--- src/hdl/fbe_pkg.sv ---
// shared types, constants and helpers for the panel frame buffer engine
// no dependencies
package fbe_pkg;

	localparam int MAX_WIDTH  = 128;
	localparam int MAX_HEIGHT = 64;
	localparam int MEM_BYTES  = 2 * MAX_WIDTH * MAX_HEIGHT;
	localparam int AW         = $clog2(MEM_BYTES);
	localparam int XW         = $clog2(MAX_WIDTH);
	localparam int YW         = $clog2(MAX_HEIGHT);

	localparam logic [2:0] CMD_SET    = 3'd0;
	localparam logic [2:0] CMD_GET    = 3'd1;
	localparam logic [2:0] CMD_FILL   = 3'd2;
	localparam logic [2:0] CMD_INVERT = 3'd3;
	localparam logic [2:0] CMD_READ   = 3'd4;
	localparam logic [2:0] CMD_CLEAR  = 3'd5;

	localparam logic [2:0] REG_LAYOUT = 3'd0;
	localparam logic [2:0] REG_WIDTH  = 3'd1;
	localparam logic [2:0] REG_HEIGHT = 3'd2;
	localparam logic [2:0] REG_HIGH   = 3'd3;
	localparam logic [2:0] REG_LOW    = 3'd4;

	localparam logic [7:0] GREY_LIMIT = 8'd150;

	typedef struct packed {
		logic [2:0]  command;
		logic [7:0]  pos_x;
		logic [7:0]  pos_y;
		logic [7:0]  rect_width;
		logic [7:0]  rect_height;
		logic [7:0]  red_in;
		logic [7:0]  green_in;
		logic [7:0]  blue_in;
		logic [63:0] fill_pattern;
		logic        pattern_is_columns;
		logic [13:0] byte_offset;
	} fbe_cmd_t;

	typedef struct packed {
		logic [7:0] red_out;
		logic [7:0] green_out;
		logic [7:0] blue_out;
		logic [7:0] byte_out;
		logic       status;
	} fbe_res_t;

	typedef struct packed {
		logic        layout_mode;
		logic [7:0]  frame_width;
		logic [6:0]  frame_height;
		logic [23:0] high_color;
		logic [23:0] low_color;
	} fbe_cfg_t;

	// controller to datapath
	typedef struct packed {
		logic load;
		logic step;
		logic clr_step;
	} fbe_ctl_t;

	// datapath to controller
	typedef struct packed {
		logic ign;
		logic is_clear;
		logic last;
		logic clr_last;
	} fbe_sts_t;

	function automatic logic [15:0] pack565(input logic [23:0] c);
		pack565 = {c[23:19], c[15:10], c[7:3]};
	endfunction

endpackage

--- src/hdl/fbe_ctrl.sv ---
// controller state machine of the frame buffer engine
// depends on fbe_pkg
module fbe_ctrl import fbe_pkg::*; (
	input  logic     clk,
	input  logic     arst_n,
	input  logic     cmd_valid,
	output logic     cmd_ready,
	output logic     res_valid,
	input  logic     res_ready,
	input  fbe_sts_t sts,
	output fbe_ctl_t ctl
);

	typedef enum logic [2:0] {ST_INIT, ST_IDLE, ST_RD, ST_WR, ST_CLR, ST_OUT} state_t;
	state_t state_q;

	always_ff @(posedge clk or negedge arst_n) begin
		if (!arst_n) begin
			state_q <= ST_INIT;
		end else begin
			case (state_q)
				ST_INIT: if (sts.clr_last) state_q <= ST_IDLE;
				ST_IDLE: begin
					if (cmd_valid) begin
						if (sts.ign) state_q <= ST_OUT;
						else if (sts.is_clear) state_q <= ST_CLR;
						else state_q <= ST_RD;
					end
				end
				ST_RD:  state_q <= ST_WR;
				ST_WR:  state_q <= sts.last ? ST_OUT : ST_RD;
				ST_CLR: if (sts.clr_last) state_q <= ST_OUT;
				ST_OUT: if (res_ready) state_q <= ST_IDLE;
				default: state_q <= ST_IDLE;
			endcase
		end
	end

	assign cmd_ready    = (state_q == ST_IDLE);
	assign res_valid    = (state_q == ST_OUT);
	assign ctl.load     = cmd_ready && cmd_valid;
	assign ctl.step     = (state_q == ST_WR);
	assign ctl.clr_step = (state_q == ST_INIT) || (state_q == ST_CLR);

endmodule

--- config.mk ---
export PLATFORM = sky130hd
export DESIGN_NAME = fbe_ctrl
export DESIGN_NICKNAME = d
export VERILOG_FILES = /design/src/hdl/fbe_pkg.sv /design/src/hdl/fbe_ctrl.sv
export SDC_FILE = /design/constraint.sdc
export NUM_CORES = 1
export LEC_CHECK = 0
export BUFFER_PORTS_ARGS = -buffer_cell sky130_fd_sc_hd__buf_2
export CAP_MARGIN = 20
export CORE_AREA = 2 2 39 41
export CTS_CLUSTER_DIAMETER = 120
export DETAILED_ROUTE_END_ITERATION = 8
export DIE_AREA = 0 0 41 43
export PLACE_DENSITY = 0.34
export SETUP_SLACK_MARGIN = 0.5
export SYNTH_ARGS = -nofsm -noshare
export SYNTH_HDL_FRONTEND = slang
export SYNTH_SLANG_ARGS = --single-unit
--- constraint.sdc ---
create_clock -name clk -period 1.45 [get_ports clk]
set_input_delay 0.29 -clock clk [delete_from_list [all_inputs] [get_ports clk]]
set_output_delay 0.29 -clock clk [all_outputs]
set_load 0.01 [all_outputs]
==> results.json, run 1 <==
{
  "synthesis.nets": 30,
  "power.share.clock_pct": 20.1,
  "antenna_found_initial": 0,
  "setup.worst_path.end": "ctl[2]",
  "gp_congestion": 0.5959,
  "synth_flop_cell": "sky130_fd_sc_hd__dfrtp_1",
  "cts_buffers": 3,
  "drt_pre_antenna_iters": 2,
  "registers.top_by_ff_count": "state_q",
  "cp-end-kind": "output port",
  "ff2ff_setup_slack_ns": 0.25,
  "p_leak_nw": 0.1987,
  "drive_above_1_share_pct": 65.91,
  "filler_cell_count": 162,
  "layout_min_cycle_time_ns": 1.386,
  "dpl_hpwl_um": 448.2,
  "wl_per_cell_um": 10.18,
  "clock_path_buffers": 2,
  "area.growth.synth_to_final_pct": 89.02,
  "share_comb_of_total_power_pct": 56.6,
  "clock-sinks": 3,
  "netlist.area_leader.share_pct": 36.59,
  "drcViolationCount": 0,
  "min_path_type": "primary input to flip-flop",
  "floorplan.die.height_um": 43,
  "p_sw_share_pct": 34.13,
  "pwr-share-seq_pct": 23.3,
  "total_power_mw": 0.7029,
  "netlist_top_cells_area": "sky130_fd_sc_hd__dfrtp_1, sky130_fd_sc_hd__and4bb_4, sky130_fd_sc_hd__a221o_1, sky130_fd_sc_hd__a32o_1, sky130_fd_sc_hd__and4b_1",
  "coreArea_sq_um": 1384,
  "setup.worst_path.class": "flip-flop to output port",
  "antenna_left": 0,
  "status": "completed",
  "place_ws_ns": 0.1829,
  "syn-mean-instance-area_sq_um": 9.327,
  "max-slew-margin-rel_pct": 83.67,
  "tightest_slew_ns": 0.2415,
  "async_flop_share_pct": 100.0,
  "startpoint_kind_of_the_worst_setup_timing_path": "flip-flop",
  "reg.largest.list": "state_q (3)",
  "post-synth-top-count-cell": "sky130_fd_sc_hd__dfrtp_1",
  "clk_root_buffer_cell": "sky130_fd_sc_hd__clkbuf_4",
  "synth_edf_count": 0,
  "synth.lib_cells_used.distinct": 17,
  "dr.first_iter.drc_count": 2,
  "antenna-diode-count": 0,
  "initial_utilization_pct": 14.83,
  "timing.reg2reg.worst_path_depth": 3,
  "netlist_top_cells_count": "sky130_fd_sc_hd__dfrtp_1, sky130_fd_sc_hd__inv_1, sky130_fd_sc_hd__nand2_1, sky130_fd_sc_hd__nor2_1",
  "fin_tns_setup_ns": 0,
  "boundaryPins": 13,
  "worst_ep_required_time_ns": 1.16,
  "flops_latches_synth": 3,
  "max-vdd-ir-drop_mv": 0.3370,
  "area.sequential_sq_um": 78.83,
  "hold_slack_ns": 0.3469,
  "vias_in_the_first_global_route": 261,
  "netSwitchingPower_mw": 0.2399,
  "vias": 245,
  "clock_skew_ns": 0.002240,
  "grt_first_pass_wirelength_mm": 1.035,
  "clock_pin_slew_worst_setup_and_hold_paths_ns": 0.04,
  "finalHoldViolations": 0,
  "route.detailed.vias_per_inst": 4.083,
  "insertion_delay_ns": 0.23,
  "regToRegStartpoint": "state_q[0]$_DFFE_PN0P_",
  "fp-row-count": 14,
  "fmax_ghz": 0.7213,
  "critical_path.startpoint": "state_q[2]$_DFFE_PN0P_",
  "critical_path.max_fanout": 5,
  "yosysTopAreaCell": "sky130_fd_sc_hd__dfrtp_1",
  "power_density_nw_per_um2": 1812,
  "final_min_period_over_clock_period_pct": 95.61,
  "postLayoutSetupSlackWorst_ns": 0.06363,
  "cp.arrival_ns": 1.10,
  "die_width_um": 41,
  "grt_overflow": 0,
  "io_buffers": 12,
  "ctsHtreeMaxLevel": 1,
  "largest_net_degree_at_the_start_of_global_routing": 7,
  "synth_sequential_area_ratio_pct": 36.59,
  "rsz0062_at_grt": "yes",
  "timing.hold.worst.start": "sts[3]",
  "synth_area_sq_um": 205.2,
  "totalWireLength_um": 611,
  "synth-warning-count": 0,
  "setup_viol": 0,
  "max_reg_flops": 3,
  "cts_tree": "done",
  "multi_input_comb_area_sq_um": 133.9,
  "critical_path.reg2reg.endpoint": "state_q[2]$_DFFE_PN0P_",
  "power.internal_mw": 0.4630,
  "die_area_sq_um": 1763,
  "syn_inst_count": 22,
  "timing_max_transition_violations_final": 0,
  "net_count_of_the_finished_layout": 53,
  "max_cap_violations": 0,
  "groute.usage.overall_pct": 9.045
}
## how the worst min path moves through the flow
stage                              to  slack (ns)  depth (start not counted)
2_1_floorplan  state_q[0]$_DFFE_PN0P_      -0.006                          0
3_3_place_gp   state_q[1]$_DFFE_PN0P_        0.08                          1
3_5_place_dp   state_q[0]$_DFFE_PN0P_        0.09                          1
4_1_cts        state_q[0]$_DFFE_PN0P_        0.34                          3
5_1_grt        state_q[0]$_DFFE_PN0P_        0.36                          3
6_report       state_q[0]$_DFFE_PN0P_        0.35                          3
## stage by stage
stage | utilization (%) | instance area [sq um] | cells
after detailed placement | 20.61 | 285.3 | 49
final | 28.03 | 387.9 | 60
after global placement | 20.61 | 285.3 | 49
after floorplan | - | 219.0 | 22
after global routing | 28.03 | 387.9 | 60
after CTS | 28.03 | 387.9 | 60
## logic make-up after synthesis
| family | after synthesis | share of synthesized area [%] |
|---|---|---|
| AOI/OAI and AO/OA | 3 | 13.42 |
| buffers and inverters | 3 | 6.097 |
| DFF | 3 | 36.58 |
| and+or+nand+nor | 13 | 43.91 |
## power groups by stage
stage,clock (mW),sequential (mW),combinational (mW)
after global routing,0.156,0.174,0.439
final,0.141,0.164,0.398
after floorplan,0,0.146,0.218
after global placement,0,0.184,0.259
after detailed placement,0,0.182,0.259
after CTS,0.148,0.164,0.401
## placed cells by master, fill, tap and decap left out
| cell | count |
|---|---|
| sky130_fd_sc_hd__buf_6 | 1 |
| sky130_fd_sc_hd__and3_1 | 1 |
| sky130_fd_sc_hd__a211oi_2 | 1 |
| sky130_fd_sc_hd__and2b_1 | 1 |
| sky130_fd_sc_hd__nor2_1 | 2 |
| sky130_fd_sc_hd__clkbuf_1 | 1 |
| sky130_fd_sc_hd__nor3b_2 | 1 |
| sky130_fd_sc_hd__dlygate4sd3_1 | 1 |
| sky130_fd_sc_hd__inv_1 | 2 |
| sky130_fd_sc_hd__nor3_1 | 1 |
| sky130_fd_sc_hd__nand2_1 | 2 |
| sky130_fd_sc_hd__and2_1 | 1 |
| sky130_fd_sc_hd__buf_2 | 11 |
| sky130_fd_sc_hd__a221o_1 | 1 |
| sky130_fd_sc_hd__nor4bb_2 | 1 |
| sky130_fd_sc_hd__and4b_1 | 1 |
| sky130_fd_sc_hd__clkbuf_4 | 3 |
| sky130_fd_sc_hd__and4bb_4 | 1 |
| sky130_fd_sc_hd__dfrtp_2 | 3 |
| sky130_fd_sc_hd__a32o_1 | 1 |
| sky130_fd_sc_hd__or2_2 | 1 |
| sky130_fd_sc_hd__buf_4 | 6 |
## worst max-delay path, cell delays in order (launching register included)
cell and delay, ns:
sky130_fd_sc_hd__dfrtp_2 0.42, sky130_fd_sc_hd__and4bb_4 0.35, sky130_fd_sc_hd__buf_6 0.10
## routing by layer
| metal | track usage, % | part of all wire, % | vias to the layer above |
|---|---|---|---|
| met2 | 15.31 | 55 | 8 |
| met1 | 9.032 | 37 | 113 |
| met3 | 3.665 | 7.9 | 0 |
| li1 | - | - | 124 |
| met5 | 0 | 0 | - |
| met4 | 4.000 | 0 | 0 |
## final cells by class
cell class              instances  share of cell area (%)
inverters                       2                   1.935
multi-input cells              16                   34.52
well taps                      16                   5.161
clock buffers                   4                   6.774
flip-flops and latches          3                   20.32
repair buffers                 19                   31.29
## what timing repair did
action                                 in CTS  in global routing
setup endpoints to repair                   8                  8
resized for setup                           6                  0
endpoints found under the hold margin       3                  0
hold buffers                                1                  0
buffers inserted                            6                  0
pin swaps                                   4                  1
Power figures use the tool's default switching activity.
==> run 2, diff against run 1 <==
--- a/config.mk
+++ b/config.mk
@@ -12,6 +12,7 @@
 export DETAILED_ROUTE_END_ITERATION = 8
 export DIE_AREA = 0 0 41 43
 export PLACE_DENSITY = 0.34
+export RECOVER_POWER = 25
 export SETUP_SLACK_MARGIN = 0.5
 export SYNTH_ARGS = -nofsm -noshare
 export SYNTH_HDL_FRONTEND = slang
==> run 2 against run 1 <==
Against the previous run:
- highest routed layer unchanged
- sequential cell count is the same
- via count up 0.82%
- register-to-register slack is essentially flat
- largest power group unchanged
==> results.json, run 2 (synthesis gave the netlist of run 1 again) <==
{
  "boundaryPins": 13,
  "die_area_sq_um": 1763,
  "vias": 247,
  "p_sw_share_pct": 34.21,
  "post_layout_nonfiller_instances": 60,
  "clock_pin_slew_worst_setup_and_hold_paths_ns": 0.04,
  "filler_cell_count": 160,
  "vias_in_the_first_global_route": 261,
  "timing.critical_path.buf_inv": 1,
  "place_ws_ns": 0.1829,
  "clk_root_buffer_cell": "sky130_fd_sc_hd__clkbuf_4",
  "min_path_type": "primary input to flip-flop",
  "max_cap_violations": 0,
  "grt_first_pass_wirelength_mm": 1.035,
  "fin_tns_setup_ns": 0,
  "critical_path.reg2reg.endpoint": "state_q[2]$_DFFE_PN0P_",
  "net_count_of_the_finished_layout": 53,
  "wl_per_cell_um": 10.20,
  "mostFrequentLayoutCell": "sky130_fd_sc_hd__buf_2",
  "placed_cells": 49,
  "die_width_um": 41,
  "total_power_mw": 0.7032,
  "final_core_util_pct": 27.94,
  "coreArea_sq_um": 1384,
  "timing_max_transition_violations_final": 0,
  "worst_ep_required_time_ns": 1.16,
  "insertion_delay_ns": 0.23,
  "clock-sinks": 3,
  "max_reg_flops": 3,
  "setup.worst_path.class": "flip-flop to output port",
  "max-slew-margin-rel_pct": 83.63,
  "finalHoldViolations": 0,
  "cp.arrival_ns": 1.10,
  "route.detailed.vias_per_inst": 4.117,
  "drt_pre_antenna_iters": 2,
  "setup_viol": 0,
  "drcViolationCount": 0,
  "final_area_sq_um": 386.6,
  "tightest_slew_ns": 0.2420,
  "io_buffers": 12,
  "placed_cell_area_sq_um": 285.3,
  "power_density_nw_per_um2": 1819,
  "antenna_found_initial": 0,
  "regToRegStartpoint": "state_q[2]$_DFFE_PN0P_",
  "share_comb_of_total_power_pct": 56.5,
  "dpl_hpwl_um": 448.2,
  "totalWireLength_um": 612,
  "startpoint_kind_of_the_worst_setup_timing_path": "flip-flop",
  "p_leak_nw": 0.1959,
  "fmax_ghz": 0.7202,
  "registers.top_by_ff_count": "state_q",
  "reg.largest.list": "state_q (3)",
  "largest_net_degree_at_the_start_of_global_routing": 7,
  "worstHoldPathCells": 3,
  "hold_end": "state_q[0]$_DFFE_PN0P_",
  "dr.first_iter.drc_count": 2,
  "max-vdd-ir-drop_mv": 0.3370,
  "timing.reg2reg.worst_path_depth": 3,
  "hold_slack_ns": 0.3458,
  "pwr-share-seq_pct": 23.4,
  "fp-row-count": 14,
  "area.sequential_sq_um": 78.83,
  "layout.cells.most_common_list": "sky130_fd_sc_hd__buf_2, sky130_fd_sc_hd__buf_4, sky130_fd_sc_hd__clkbuf_4, sky130_fd_sc_hd__dfrtp_2",
  "gp_congestion": 0.5959,
  "cpMaxStageDelayCell": "sky130_fd_sc_hd__dfrtp_2",
  "cts_tree": "done",
  "crit_path_max_incr_delay_ns": 0.42,
  "floorplan.die.height_um": 43,
  "grt_overflow": 0,
  "clock_skew_ns": 0.002240,
  "drive_above_1_share_pct": 63.64,
  "layout_min_cycle_time_ns": 1.388,
  "area.growth.synth_to_final_pct": 88.41,
  "postLayoutSetupSlackWorst_ns": 0.06154,
  "crit_path_cell_trace": "and4bb_4 -> buf_6",
  "antenna_left": 0,
  "ff2ff_setup_slack_ns": 0.25,
  "multi_input_comb_area_sq_um": 133.9,
  "initial_utilization_pct": 14.83,
  "cts_buffers": 3,
  "cp-end-kind": "output port",
  "power.internal_mw": 0.4626,
  "critical_path.max_fanout": 5,
  "clock_path_buffers": 2,
  "power.share.clock_pct": 20.1,
  "antenna-diode-count": 0,
  "rsz0062_at_grt": "yes",
  "final_min_period_over_clock_period_pct": 95.76,
  "netSwitchingPower_mw": 0.2406,
  "status": "completed",
  "ctsHtreeMaxLevel": 1,
  "groute.usage.overall_pct": 9.045,
  "timing.hold.worst.start": "sts[3]",
  "timing.critical_path.max_delay_family": "flip-flops"
}
-- run 2: cell count changes in the layout (fill, tap and decap cells not counted), sizes merged --
cell	before	now
clkbuf	4	5
buf	18	17
-- run 2: worst reg2reg max path, stage by stage (launching register included) --
cell and delay (ns):
sky130_fd_sc_hd__dfrtp_2 0.39, sky130_fd_sc_hd__and4bb_4 0.24, sky130_fd_sc_hd__buf_4 0.14, sky130_fd_sc_hd__a221o_1 0.30
-- run 2: worst max-delay path by stage --
stage                                   endpoint  cells after the start                   start
after floorplan           state_q[2]$_DFFE_PN0P_                      3  state_q[0]$_DFFE_PN0P_
after global placement                    ctl[2]                      2  state_q[1]$_DFFE_PN0P_
after detailed placement                  ctl[2]                      2  state_q[1]$_DFFE_PN0P_
after CTS                                 ctl[2]                      2  state_q[2]$_DFFE_PN0P_
after global routing                   res_valid                      3  state_q[1]$_DFFE_PN0P_
final                                     ctl[2]                      2  state_q[2]$_DFFE_PN0P_
-- run 2: final cells by class --
cell class              instances  share of cell area, %
multi-input cells              16                  34.63
repair buffers                 19                  31.07
flip-flops and latches          3                  20.39
clock buffers                   4                  6.796
well taps                      16                  5.178
inverters                       2                  1.942
-- run 2: routing by layer --
layer	wire [um]	GRT usage, %	up-vias
li1	-	-	124
met1	225	9.032	115
met3	48	3.665	0
met2	338	15.31	8
met5	0	0	-
met4	0	4.000	0
-- run 2: repair_timing --
item / in CTS / in global routing
hold buffers: 1 / 0
resized for setup: 6 / 0
endpoints found under the hold margin: 3 / 0
setup endpoints to repair: 8 / 8
pin swaps: 4 / 1
buffers inserted: 6 / 0
-- run 2: power groups by stage --
stage / registers, mW / clock network [mW] / logic, mW
floorplan: 0.146 / 0 / 0.218
global placement: 0.184 / 0 / 0.259
detailed placement: 0.182 / 0 / 0.259
CTS: 0.164 / 0.148 / 0.401
global route: 0.174 / 0.156 / 0.438
finish: 0.164 / 0.141 / 0.398
